===== config.mk =====
export PLATFORM = sky130hd
export DESIGN_NAME = mcrb_ring_ctrl
export DESIGN_NICKNAME = d
export VERILOG_FILES = /design/src/design/mcrb_pkg.sv /design/src/design/mcrb_ring_ctrl.sv
export SDC_FILE = /design/constraint.sdc
export NUM_CORES = 1
export LEC_CHECK = 0
export BUFFER_PORTS_ARGS = -buffer_cell sky130_fd_sc_hd__buf_2
export CAP_MARGIN = 5
export CORE_UTILIZATION = 55
export DETAILED_ROUTE_END_ITERATION = 10
export HOLD_SLACK_MARGIN = 0.15
export PLACE_DENSITY = 0.73
export SETUP_SLACK_MARGIN = 0.1
export SYNTH_ARGS = -nofsm -noshare
export SYNTH_HDL_FRONTEND = slang
export SYNTH_SLANG_ARGS = --single-unit

===== constraint.sdc =====
create_clock -name clk -period 26.5 [get_ports clk]
set_input_delay 6.625 -clock clk [delete_from_list [all_inputs] [get_ports clk]]
set_output_delay 6.625 -clock clk [all_outputs]
set_load 0.01 [all_outputs]

===== src/design/mcrb_pkg.sv =====
// Shared types and constants of the multi-channel ring buffer core.
package mcrb_pkg;

    // Operation codes carried by the op field.
    localparam logic [1:0] OP_PUT   = 2'd0;
    localparam logic [1:0] OP_GET   = 2'd1;
    localparam logic [1:0] OP_QUERY = 2'd2;

    // Fixed geometry: four up rings and four down rings.
    localparam int RING_COUNT = 8;
    localparam int RING_IDX_W = 3;
    localparam int LEN_W      = 9;
    localparam int POS_W      = 8;
    localparam int DATA_W     = 8;
    localparam int CNT_W      = 8;
    localparam int RUN_W      = 16;
    localparam int LEN_CAP    = 256;

    localparam logic [RUN_W-1:0] RUN_MAX = {RUN_W{1'b1}};

    // Access request from the ring control to the byte store.
    typedef struct packed {
        logic wr;
        logic rd;
    } mem_cmd_t;

    // Registered result fields, aligned with the store's read data.
    typedef struct packed {
        logic              done;
        logic              get_ok;
        logic [CNT_W-1:0]  used;
        logic [CNT_W-1:0]  free_space;
        logic [RUN_W-1:0]  run_count;
    } result_t;

endpackage


===== src/design/mcrb_ring_ctrl.sv =====
// Ring lengths, read and write positions, run counter and per-item decision.
module mcrb_ring_ctrl #(
    parameter int RING_DEPTH             = 256,
    parameter int CHANNELS_PER_DIRECTION = 4,
    parameter int ADDR_W                 = 11
) (
    input  logic                                  clk,
    input  logic                                  rst_n,
    // Item transaction
    input  logic                                  accept,
    input  logic [1:0]                            op,
    input  logic                                  direction,
    input  logic [1:0]                            channel,
    input  logic                                  last,
    // Configuration transaction
    input  logic                                  cfg_we,
    input  logic [mcrb_pkg::RING_IDX_W-1:0]       cfg_index,
    input  logic [mcrb_pkg::LEN_W-1:0]            cfg_data,
    // Store access
    output mcrb_pkg::mem_cmd_t                    mem_cmd,
    output logic [ADDR_W-1:0]                     mem_addr,
    // Result, in the cycle after the item
    output logic                                  res_valid,
    output mcrb_pkg::result_t                     res
);

    localparam int SLOT_W    = (2 * CHANNELS_PER_DIRECTION > 1) ?
                               $clog2(2 * CHANNELS_PER_DIRECTION) : 1;
    localparam int LEN_LIMIT = (RING_DEPTH < mcrb_pkg::LEN_CAP) ? RING_DEPTH : mcrb_pkg::LEN_CAP;

    logic [mcrb_pkg::LEN_W-1:0] len_reg    [mcrb_pkg::RING_COUNT];
    logic [mcrb_pkg::POS_W-1:0] wr_pos_reg [mcrb_pkg::RING_COUNT];
    logic [mcrb_pkg::POS_W-1:0] rd_pos_reg [mcrb_pkg::RING_COUNT];
    logic [mcrb_pkg::RUN_W-1:0] run_reg;
    logic [mcrb_pkg::RUN_W-1:0] run_next;
    logic                       res_valid_reg;
    mcrb_pkg::result_t          res_reg;
    mcrb_pkg::result_t          res_next;

    logic [mcrb_pkg::RING_IDX_W-1:0] sel;
    logic                            chan_ok;
    logic [SLOT_W-1:0]               slot;
    logic [mcrb_pkg::LEN_W-1:0]      sel_len;
    logic [mcrb_pkg::POS_W-1:0]      wp;
    logic [mcrb_pkg::POS_W-1:0]      rp;
    logic [mcrb_pkg::LEN_W-1:0]      used_now;
    logic [mcrb_pkg::LEN_W-1:0]      space_now;
    logic [mcrb_pkg::LEN_W-1:0]      used_after;
    logic [mcrb_pkg::LEN_W-1:0]      space_after;
    logic [mcrb_pkg::LEN_W-1:0]      wp_inc;
    logic [mcrb_pkg::LEN_W-1:0]      rp_inc;
    logic [mcrb_pkg::POS_W-1:0]      wp_wrap;
    logic [mcrb_pkg::POS_W-1:0]      rp_wrap;
    logic                            put_ok;
    logic                            get_ok;
    logic                            moved;
    logic [mcrb_pkg::LEN_W-1:0]      cfg_len;

    // Select the ring; a channel beyond the configured count acts as unallocated.
    assign sel     = {direction, channel};
    assign chan_ok = (32'(channel) < CHANNELS_PER_DIRECTION);
    assign sel_len = chan_ok ? len_reg[sel] : '0;
    assign slot    = direction ? SLOT_W'(CHANNELS_PER_DIRECTION + 32'(channel))
                               : SLOT_W'(channel);
    assign wp      = wr_pos_reg[sel];
    assign rp      = rd_pos_reg[sel];

    // Fill level before the item.
    always_comb
    begin
        if (sel_len == '0)
        begin
            used_now  = '0;
            space_now = '0;
        end
        else
        begin
            if (wp >= rp)
            begin
                used_now = {1'b0, wp} - {1'b0, rp};
            end
            else
            begin
                used_now = {1'b0, wp} + sel_len - {1'b0, rp};
            end
            space_now = sel_len - 9'd1 - used_now;
        end
    end

    // Decide whether the byte moves; op 3 behaves as a query.
    always_comb
    begin
        put_ok = 1'b0;
        get_ok = 1'b0;
        unique case (op)
            mcrb_pkg::OP_PUT: put_ok = accept && (space_now != '0);
            mcrb_pkg::OP_GET: get_ok = accept && (used_now != '0);
            default:          ;
        endcase
    end

    assign moved = put_ok || get_ok;

    // Positions advance by one and wrap at the ring length.
    assign wp_inc  = {1'b0, wp} + 9'd1;
    assign rp_inc  = {1'b0, rp} + 9'd1;
    assign wp_wrap = (wp_inc >= sel_len) ? '0 : wp_inc[mcrb_pkg::POS_W-1:0];
    assign rp_wrap = (rp_inc >= sel_len) ? '0 : rp_inc[mcrb_pkg::POS_W-1:0];

    // Fill level after the item.
    assign used_after  = used_now + 9'(put_ok) - 9'(get_ok);
    assign space_after = space_now - 9'(put_ok) + 9'(get_ok);

    // Run counter saturates and clears after the final item of a run.
    always_comb
    begin
        res_next.run_count = run_reg;
        if (moved && (run_reg != mcrb_pkg::RUN_MAX))
        begin
            res_next.run_count = run_reg + 16'd1;
        end
        run_next = run_reg;
        if (accept)
        begin
            run_next = last ? '0 : res_next.run_count;
        end
        res_next.done       = moved;
        res_next.get_ok     = get_ok;
        res_next.used       = used_after[mcrb_pkg::CNT_W-1:0];
        res_next.free_space = space_after[mcrb_pkg::CNT_W-1:0];
    end

    // Store access at the current position of the selected ring.
    assign mem_cmd.wr = put_ok;
    assign mem_cmd.rd = get_ok;
    assign mem_addr   = ADDR_W'(slot) * ADDR_W'(RING_DEPTH) + ADDR_W'(put_ok ? wp : rp);

    // Configured length is held to the ring size.
    assign cfg_len = (32'(cfg_data) > LEN_LIMIT) ? mcrb_pkg::LEN_W'(LEN_LIMIT) : cfg_data;

    // Lengths and positions; a length write also empties that ring.
    always_ff @(posedge clk or negedge rst_n)
    begin
        if (!rst_n)
        begin
            for (int i = 0; i < mcrb_pkg::RING_COUNT; i++)
            begin
                len_reg[i]    <= '0;
                wr_pos_reg[i] <= '0;
                rd_pos_reg[i] <= '0;
            end
        end
        else
        begin
            if (cfg_we)
            begin
                len_reg[cfg_index]    <= cfg_len;
                wr_pos_reg[cfg_index] <= '0;
                rd_pos_reg[cfg_index] <= '0;
            end
            else
            begin
                if (put_ok)
                begin
                    wr_pos_reg[sel] <= wp_wrap;
                end
                if (get_ok)
                begin
                    rd_pos_reg[sel] <= rp_wrap;
                end
            end
        end
    end

    // Control registers: run counter and result strobe.
    always_ff @(posedge clk or negedge rst_n)
    begin
        if (!rst_n)
        begin
            run_reg       <= '0;
            res_valid_reg <= 1'b0;
        end
        else
        begin
            run_reg       <= run_next;
            res_valid_reg <= accept;
        end
    end

    // Result payload, aligned with the store's read data.
    always_ff @(posedge clk)
    begin
        if (accept)
        begin
            res_reg <= res_next;
        end
    end

    assign res_valid = res_valid_reg;
    assign res       = res_reg;

    // The store never sees a read and a write in one cycle.
    a_single_access: assert property (@(posedge clk) disable iff (!rst_n)
        !(mem_cmd.wr && mem_cmd.rd))
        else $error("store written and read in the same cycle");

    // Every accepted item gives a result in the following cycle.
    a_result_follows: assert property (@(posedge clk) disable iff (!rst_n)
        accept |=> res_valid)
        else $error("accepted item produced no result");

    // A byte that moved is counted in the reported run.
    a_done_counted: assert property (@(posedge clk) disable iff (!rst_n)
        (res_valid && res.done) |-> (res.run_count != '0))
        else $error("moved byte missing from run count");

    // Positions of an allocated ring stay below its length.
    a_pos_in_range: assert property (@(posedge clk) disable iff (!rst_n)
        (accept && (sel_len != '0)) |-> ((9'(wp) < sel_len) && (9'(rp) < sel_len)))
        else $error("ring position beyond ring length");

endmodule


---- Word-level counts from Yosys, hierarchy flattened ----
Cells that the tools add are included.
W data, S select, Z words.
word-level totals
  logic and storage cells ................. 107
  output and inout bits ................... 48
  input bits .............................. 22
  register bits after elaboration ......... 251
cells by class
  order comparisons ....................... 8
  add/sub/neg operators ................... 14
  eq/ne operators ......................... 2
  muxes and demuxes ....................... 35
  reductions and logical operators ........ 12
  bitwise logic cells ..................... 5
operators by type and width
  kind                     count
  $mux W64                 4
  $and A64 B64 Y64         2
  $bwmux W64               2
  $bwmux W72               1
  $mux W8                  9
  $mux W9                  8
  $not A64 Y64             1
  $bmux W8 S3              2
  $demux W8 S3             2
  $mux W16                 2
  $bmux W9 S3              1
  $demux W9 S3             1
  $add A8 B1 Y9 const B    2
  $ge A9 B9 Y1             2
  $reduce_bool A9 Y1       2
  $add A16 B1 Y16 const B  1
  $add A8 B1 Y8            2
  $ne A16 B16 Y1 const B   1
  $sub A8 B1 Y8            2
  $add A11 B8 Y11          1
  $add A8 B9 Y9            1
  $gt A9 B9 Y1 const B     1
  $logic_not A9 Y1         1
  $sub A8 B8 Y9            1
  other kinds (15)         24

---- Depth between registers and ports, before layout ----
Gate-level depths: netlist (run 1).
  word-level depth ........................ 17
  depth in mapped cells ................... 42
  depth with buffers taken out ............ 37

---- Worst setup path before layout (run 1) ----
Ideal clock, no wire load.
  path type ............................... input -> output
  start point ............................. in channel[1]
  end point ............................... out mem_addr[0]
  required time ........................... 19875 ps
  path buffers ............................ 6
  setup slack ............................. 6891 ps
  stages on the path ...................... 29
  data arrival time ....................... 12984 ps
  cells stage by stage .................... buf_4 -> buf_4 -> buf_2 -> mux2i_1 -> o21ai_0 -> a221oi_1 -> ha_1 -> nor2b_1 -> o31a_1 -> o31a_1 -> nor2_1 -> clkbuf_1 -> nor2_1 -> a21oi_1 -> ha_1 -> inv_1 -> fa_1 -> nor2b_1 -> o31a_1 -> o21a_1 -> nor3_1 -> or3b_2 -> ha_1 -> and3_1 -> a2111oi_1 -> clkbuf_2 -> and2_1 -> buf_6 -> mux2i_1
on the way
  longest elaborated chain between the ends .. 15
  elaborated cells between the ends (all ways) .. 25
  those cells by class .................... add/sub (6); order compare (1); mux (14); bitwise (1); reduce/logical (3)
RTL lines
  item                                                                   line                                                              source
  start: declaration                                                     mcrb_ring_ctrl.sv:13                                              input logic [1:0] channel,
  $not A3 Y4 (not written as such) *                                     mcrb_ring_ctrl.sv:62, mcrb_ring_ctrl.sv:65, mcrb_ring_ctrl.sv:66
  $bmux W8 S3 or $bmux W9 S3 (tied branches)                             mcrb_ring_ctrl.sv:65, mcrb_ring_ctrl.sv:62
  $mux W8 (not written as such) or $mux W9 (tied branches) (2 in a row)  mcrb_ring_ctrl.sv:65, mcrb_ring_ctrl.sv:62
  $add A8 B9 Y9                                                          mcrb_ring_ctrl.sv:84                                              used_now = {1'b0, wp} + sel_len - {1'b0, rp};
  $sub A9 B8 Y9                                                          mcrb_ring_ctrl.sv:84
  $mux W9                                                                mcrb_ring_ctrl.sv:78                                              if (wp >= rp)
  $mux W9                                                                mcrb_ring_ctrl.sv:71                                              if (sel_len == '0)
  $sub A9 B9 Y9                                                          mcrb_ring_ctrl.sv:86                                              space_now = sel_len - 9'd1 - used_now;
  $mux W9 *                                                              mcrb_ring_ctrl.sv:71
  $reduce_bool A9 Y1 *                                                   mcrb_ring_ctrl.sv:96                                              mcrb_pkg::OP_PUT: put_ok = accept && (space_now != '0);
  $logic_and A1 B1 Y1 *                                                  mcrb_ring_ctrl.sv:96
  $mux W1 *                                                              mcrb_ring_ctrl.sv:95                                              unique case (op)
  named net put_ok                                                       mcrb_ring_ctrl.sv:54                                              logic put_ok;
  $mux W8 *                                                              mcrb_ring_ctrl.sv:136                                             assign mem_addr = ADDR_W'(slot) * ADDR_W'(RING_DEPTH) + ADDR_W'(put_ok ? wp : rp);
  $add A11 B8 Y11 *                                                      mcrb_ring_ctrl.sv:136
  end: declaration                                                       mcrb_ring_ctrl.sv:21                                              output logic [ADDR_W-1:0] mem_addr,
The timed path passes the listed nets; every way through them passes the cells marked *. The select of a mux whose other input is x is not followed.

---- Final worst setup path (run 1) ----
  start point ............................. in channel[0]
  end point ............................... out mem_addr[1]
on the way
  longest elaborated chain between the ends .. 15
  elaborated cells between the ends (all ways) .. 25
  those cells by class .................... add/sub (6); order compare (1); mux (14); bitwise (1); reduce/logical (3)
RTL lines
  item                                                                   line
  $not A3 Y4 (not written as such) *                                     mcrb_ring_ctrl.sv:62, mcrb_ring_ctrl.sv:65, mcrb_ring_ctrl.sv:66
  $bmux W8 S3 or $bmux W9 S3 (tied branches)                             mcrb_ring_ctrl.sv:65, mcrb_ring_ctrl.sv:62
  $mux W8 (not written as such) or $mux W9 (tied branches) (2 in a row)  mcrb_ring_ctrl.sv:65, mcrb_ring_ctrl.sv:62
  $add A8 B9 Y9                                                          mcrb_ring_ctrl.sv:84
  $sub A9 B8 Y9                                                          mcrb_ring_ctrl.sv:84
  $mux W9                                                                mcrb_ring_ctrl.sv:78
  $mux W9                                                                mcrb_ring_ctrl.sv:71
  $sub A9 B9 Y9                                                          mcrb_ring_ctrl.sv:86
  $mux W9                                                                mcrb_ring_ctrl.sv:71
  $reduce_bool A9 Y1                                                     mcrb_ring_ctrl.sv:96
  $logic_and A1 B1 Y1                                                    mcrb_ring_ctrl.sv:96
  $mux W1                                                                mcrb_ring_ctrl.sv:95
  $mux W8 *                                                              mcrb_ring_ctrl.sv:136
  $add A11 B8 Y11 *                                                      mcrb_ring_ctrl.sv:136
Every way passes the cells marked *; elsewhere a longest branch is shown, timed or not. The select of a mux whose other input is x is not followed.

==> results of run 1 <==
-- cells in the final DEF (no fill, tap or decap), types with 12 or more instances in the layout --
cell type	netlist	layout
ha_1	68	68
xor2_1	18	18
and3_1	20	20
nor2b_1	16	16
nand3_1	17	17
inv_1	80	80
o21ai_0	96	96
a22oi_1	16	16
nand2b_1	17	17
a21oi_1	42	42
mux2_2	23	23
edfxtp_1	34	34
buf_2	16	67
o22ai_1	53	53
o2bb2ai_1	28	28
nor2_1	47	47
a22o_1	16	16
nor3_1	15	15
nand2_1	177	177
xnor2_1	34	34
buf_4	12	24
mux4_2	13	13
a21o_1	13	13
clkbuf_16	0	28
a2bb2o_1	24	24
dfrtp_1	217	217
a32o_1	23	23
mux2i_1	42	42
fa_1	12	12
-- through the flow --
step                hold slack (ns)  std cells  util [%]  total power, mW
global placement              0.456       1717      58.8            0.880
floorplan                     0.444       1364         -            0.783
global route                  0.502       1766      62.4             1.35
finish                        0.479       1766      62.4             1.27
CTS                           0.482       1766      62.4             1.28
detailed placement            0.464       1717      58.8            0.894
-- cell type report --
class	count	area (um2)	share of cell area, %
clock buffers	42	853	5.38
clock inverters	7	65.1	0.410
inverters	81	304	1.92
multi-input cells	963	7240	45.7
flip-flops and latches	251	6450	40.7
well taps	330	413	2.60
repair buffers	92	531	3.35
-- synthesized netlist by cell type, types with 24 or more instances --
cell and number:
o21ai_0 96, o2bb2ai_1 28, edfxtp_1 34, o22ai_1 53
nand2_1 177, clkbuf_1 31, dfrtp_1 217, mux2i_1 42
nor2_1 47, xnor2_1 34, ha_1 68, a21oi_1 42
inv_1 80, a2bb2o_1 24
-- power by group through the flow --
stage	Combinational [mW]	Sequential [mW]	Clock [mW]
final	0.426	0.465	0.383
after global routing	0.479	0.469	0.403
after CTS	0.426	0.465	0.386
after detailed placement	0.422	0.471	0
after global placement	0.409	0.470	0
after floorplan	0.308	0.476	0
-- kinds of logic (layout without fill, tap and decap cells) --
logic type                 after synthesis  in the layout  synth area share (%)
adders and majority gates               80             80                  7.59
xor gates and xnor gates                53             53                  3.28
and+or+nand+nor                        368            368                  12.8
DFF                                    251            251                  44.9
buffers and inverters                  150            222                  4.83
AOI/OAI and AO/OA                      384            384                  19.9
muxes                                   78             78                  6.76
-- metal layers --
layer / vias to the layer above / share of wire, %
met5: - / 0
met4: 0 / 2.9
met3: 90 / 9.5
met2: 554 / 46
met1: 5501 / 42
li1: 5097 / -
-- worst max-delay path, cell delays in order --
cell	delay (ns)
buf_2	0.67
inv_1	0.21
buf_4	0.30
nor3_1	0.86
a22oi_1	0.22
nand4_1	0.27
inv_1	0.15
ha_1	0.37
nand4_1	0.14
o221ai_1	0.19
nor2_1	0.61
nor2_1	0.08
a21oi_1	0.19
ha_1	0.20
inv_1	0.06
fa_1	0.41
nor2b_1	0.17
o31a_1	0.18
o21a_1	0.13
nor3_1	0.04
or3b_2	0.46
ha_1	0.21
and3_1	0.24
a2111oi_2	0.39
buf_4	0.29
and2_1	0.52
mux2i_1	0.29
buf_2	0.16
-- worst paths after layout --
path                                 from              to  depth (start not counted)
max                            channel[0]     mem_addr[1]                         28
min                           len_reg[51]     len_reg[51]                          2
max reg2reg                rd_pos_reg[57]         res[30]                         36
min reg2reg                   len_reg[51]     len_reg[51]                          2
max in group asynchronous           rst_n  wr_pos_reg[19]                          3
min in group asynchronous           rst_n       res_valid                          1
==> qor.txt, run 1 <==
Fin worst setup slack: 5.18 ns
Tcrit/Tclk final: 80.5%
Power share of the clock group: 30.1%
Vias in the first global route: 11200
Die height: 164 um
Postcts setup bufs: 0
Io pins: 70
Post-CTS Hold Fix Bufs: 0
Area of all placed cells without fillers: 0.0159 mm2
Final hold vios: 0
P_sw: 423 uW
Worst Skew: 0.0223 ns
Fin nets: 1519
Worst Max-Slew Pin Slew: 1.05 ns
Status: completed
Internal Power: 851 uW
GR Layer Usage met3: 8.26%
First-pass GRT wire length: 62800 um
Clk pin slew, worst setup/hold paths: 0.06 ns
Data arrival time at the worst-slack endpoint: 14.70 ns
Post-synth EDFFs: 34
Cell variety after synth: 91
Routed Antenna Nets: 0
Routed wire length: 40000 um
Share of the synthesized area in the top cell type: 37.8%
Gate power share: 33.4%
Slew headroom: 30.2%
Reg power frac: 36.5%
Worst VDD drop: 0.0831 mV
Largest net degree at the start of global routing: 83
Number of diodes: 0
Setup Crit Path Kind: input pin to output port
Routability Congestion: 0.934
IO buf count: 69
Setup crit end kind: output port
Final setup vio count: 0
Starting Density: 56.6%
GRT met2 Usage: 48.2%
CTS HTree Levels: 1
Initial DRC Count: 1282
Via count: 11200
GRT Util Overall: 30.8%
Min-Delay Path Class: flop to flop
Placement Cell Area: 0.0149 mm2
DP Worst Slack: 5.39 ns
Max FFs per register: 72
Yosys reg bits: 251
Post-route DRC: 0
Max_cap viols: 0
FF-to-FF setup slack: 17.52 ns
Die ar.: 0.0268 mm2
Antenna violations before repair: 0
Syn Nets: 1466
Core Box Area: 0.0254 mm2
Placement Rows: 58
Synth area leaders: dfrtp_1 38%, edfxtp_1 7.1%, ha_1 5.9%
Fraction of registers with async set or reset after synthesis: 86.5%
Minimum clock period: 21.32 ns
Clk_lat worst skew: 0.57 ns
Share of cells above drive strength 1: 15.2%
Data required time at the worst endpoint: 19.88 ns
CTS sink cnt: 251
Setup TNS: 0 ns
Post-synthesis sequential area ratio: 44.9%
Grt met1 use: 41.9%
DRT Pass-1 Iters: 6
Fin. max-slew vios: 0
Net Sw Frac: 33.2%
Clock tree buffer depth: 3
Mean Syn Cell Area: 10.5 um2
Synth Cell Area: 0.0144 mm2
Synth-to-layout area growth: 10.3%
Crit Path Max Fanout: 41
RSZ-0062 raised after global routing: false
Via/cell ratio: 6.37
Mapped Cells: 1364
DP Wirelength: 27400 um
Drt wl/cell: 22.6 um
Post-synth top flop: dfrtp_1
Power Density: 80.3 mW/mm2
Startpoint types: input pin
Synthesis warning total: 0
FMAX: 46.9 MHz
TritonCTS clock tree: built
Die X: 164 um
Fillers: 2098
LEAKAGE: 7.48 nW
Inserted Clock Buffers: 28
Largest area contributor in the netlist: dfrtp_1
Total gr overflow: 0
Global route hottest layer: met2
Clk Tree Root Cell: clkbuf_16
PostCTS Resize Cnt: 0
Power figures use the tool's default switching activity.
==> run 2, diff against run 1 <==
--- a/config.mk
+++ b/config.mk
@@ -10,7 +10,7 @@
 export CORE_UTILIZATION = 55
 export DETAILED_ROUTE_END_ITERATION = 10
 export HOLD_SLACK_MARGIN = 0.15
-export PLACE_DENSITY = 0.73
+export PLACE_DENSITY = 0.75
 export SETUP_SLACK_MARGIN = 0.1
 export SYNTH_ARGS = -nofsm -noshare
 export SYNTH_HDL_FRONTEND = slang
==> constraint.sdc (replaced) <==
create_clock -name clk -period 19.1 [get_ports clk]
set_input_delay 4.775 -clock clk [delete_from_list [all_inputs] [get_ports clk]]
set_output_delay 4.775 -clock clk [all_outputs]
set_load 0.01 [all_outputs]
==> run 2 against run 1 <==
  * Total power rose by 39%
  * Combinational power rose by 37%
  * Clock-buffer cell count fell by 2
  * Design area barely moved
  * Critical endpoint is now mem_addr[2]
  * Highest routed layer unchanged
==> qor.txt, run 2 (synthesis gave the netlist of run 1 again) <==
Crit path max-delay cell type: a2111oi_4
First-pass GRT wire length: 63200 um
Setup Crit Path Kind: input pin to output port
Worst VDD drop: 0.119 mV
Clk_lat worst skew: 0.55 ns
DP Wirelength: 27800 um
Final setup vio count: 0
Routed wire length: 40300 um
Non-filler instance count after layout: 1767
Number of diodes: 0
Final hold vios: 0
IO buf count: 69
Reg area: 0.00645 mm2
Vias in the first global route: 11300
Clock tree buffer depth: 3
Max_cap viols: 0
Power Density: 112 mW/mm2
Io pins: 70
Die ar.: 0.0268 mm2
Status: completed
Core Box Area: 0.0254 mm2
Largest net degree at the start of global routing: 84
Placement Rows: 58
Setup TNS: 0 ns
Die height: 164 um
Drt wl/cell: 22.8 um
Via count: 11300
Inserted Clock Buffers: 27
Max FFs per register: 72
Post-CTS Hold Fix Bufs: 0
CTS HTree Levels: 1
Crit Path Max Fanout: 50
Worst Skew: 0.0197 ns
Initial DRC Count: 1357
Data arrival time at the worst-slack endpoint: 12.61 ns
Die X: 164 um
Commonest non-fill, non-tap cell in the layout: dfrtp_1
LEAKAGE: 7.49 nW
Most frequent cells in the layout: 217 x dfrtp_1, 177 x nand2_1, 96 x o21ai_0
Slew headroom: 20.1%
Clk pin slew, worst setup/hold paths: 0.06 ns
RSZ-0062 raised after global routing: false
Startpoint types: input pin
TritonCTS clock tree: built
Antenna violations before repair: 0
Setup crit end kind: output port
GRT Util Overall: 30.8%
Worst Max-Slew Pin Slew: 1.20 ns
Data required time at the worst endpoint: 14.32 ns
Starting Density: 56.6%
Post-route DRC: 0
Power consumption: 1.77 mW
CP bufs+invs: 6
FMAX: 57.5 MHz
Tcrit/Tclk final: 91.0%
Clk Tree Root Cell: clkbuf_16
Routed Antenna Nets: 0
Total gr overflow: 0
Fin nets: 1518
Routability Congestion: 0.963
CTS sink cnt: 251
Fin. max-slew vios: 0
Share of cells above drive strength 1: 15.1%
Synth-to-layout area growth: 10.3%
Area of the multi-input gates: 0.00724 mm2
Min-Delay Path Class: flop to flop
PostCTS Resize Cnt: 0
DRT Pass-1 Iters: 7
Placed Instances: 1717
Minimum clock period: 17.38 ns
Via/cell ratio: 6.40
Fillers: 2085
Slowest stage delay, CP: 0.69 ns
Postcts setup bufs: 0
Critical path's top delay family: compound AO/OA/AOI/OAI gates
## run 2: changes by cell type in the layout (fill, tap and decap cells not counted)
cell,previous run,this run
buf_8,1,0
clkinv_2,4,5
clkbuf_8,10,8
clkinv_16,1,0
bufinv_16,0,3
clkbuf_16,28,27
clkbuf_1,4,6
## run 2: area by class of cell
cell class                      count  area share (%)
Sequential cell                   251            40.7
Timing Repair Buffer               92            3.34
Multi-Input combinational cell    963            45.7
Clock inverter                     10           0.820
Inverter                           81            1.92
Tap cell                          330            2.60
Clock buffer                       40            5.01
## run 2: layer usage
metal,vias to the layer above,global-route usage [%],share of wire [%]
li1,5084,-,-
met1,5539,41.1,41
met2,550,50.1,47
met3,127,5.53,8.4
met4,0,11.7,3.7
met5,-,0,0
## run 2: worst paths after layout
| path | end | cells past startpoint | slack, ns | start |
|---|---|---|---|---|
| min reg2reg | len_reg[68] | 2 | 0.48 | len_reg[68] |
| max | mem_addr[2] | 28 | 1.72 | direction |
| min | len_reg[68] | 2 | 0.48 | len_reg[68] |
| min in group asynchronous | len_reg[16] | 1 | 4.24 | rst_n |
| max in group asynchronous | rd_pos_reg[11] | 2 | 13.37 | rst_n |
| max reg2reg | res[30] | 36 | 10.18 | rd_pos_reg[41] |
## run 2: metrics by stage
step / instance area [um2] / utilization [%] / worst slack [ns] / hold WS (ns)
3_5_place_dp: 14900 / 58.8 / 1.90 / 0.466
4_1_cts: 15900 / 62.5 / 1.86 / 0.481
5_1_grt: 15900 / 62.5 / 1.17 / 0.496
3_3_place_gp: 14900 / 58.8 / 2.04 / 0.458
6_report: 15900 / 62.5 / 1.72 / 0.477
2_1_floorplan: 14400 / - / 3.19 / 0.444
## run 2: power breakdown
part / switching, mW / total [mW] / internal (mW)
Sequential: 0.0241 / 0.647 / 0.623
Clock: 0.215 / 0.543 / 0.327
Combinational: 0.334 / 0.583 / 0.249
Total: 0.573 / 1.77 / 1.20
## run 2: worst register-to-register path, delay by kind of cell (launching register included)
kind | cells | cell delay [ns]
AO/OA/AOI/OAI | 11 | 2.66
AND/OR/NAND/NOR | 11 | 2.45
adder cells (fa/ha/maj) | 7 | 2.20
buffers and inverters | 5 | 0.60
flip-flops | 1 | 0.38
multiplexers | 1 | 0.28
XOR/XNOR | 1 | 0.11
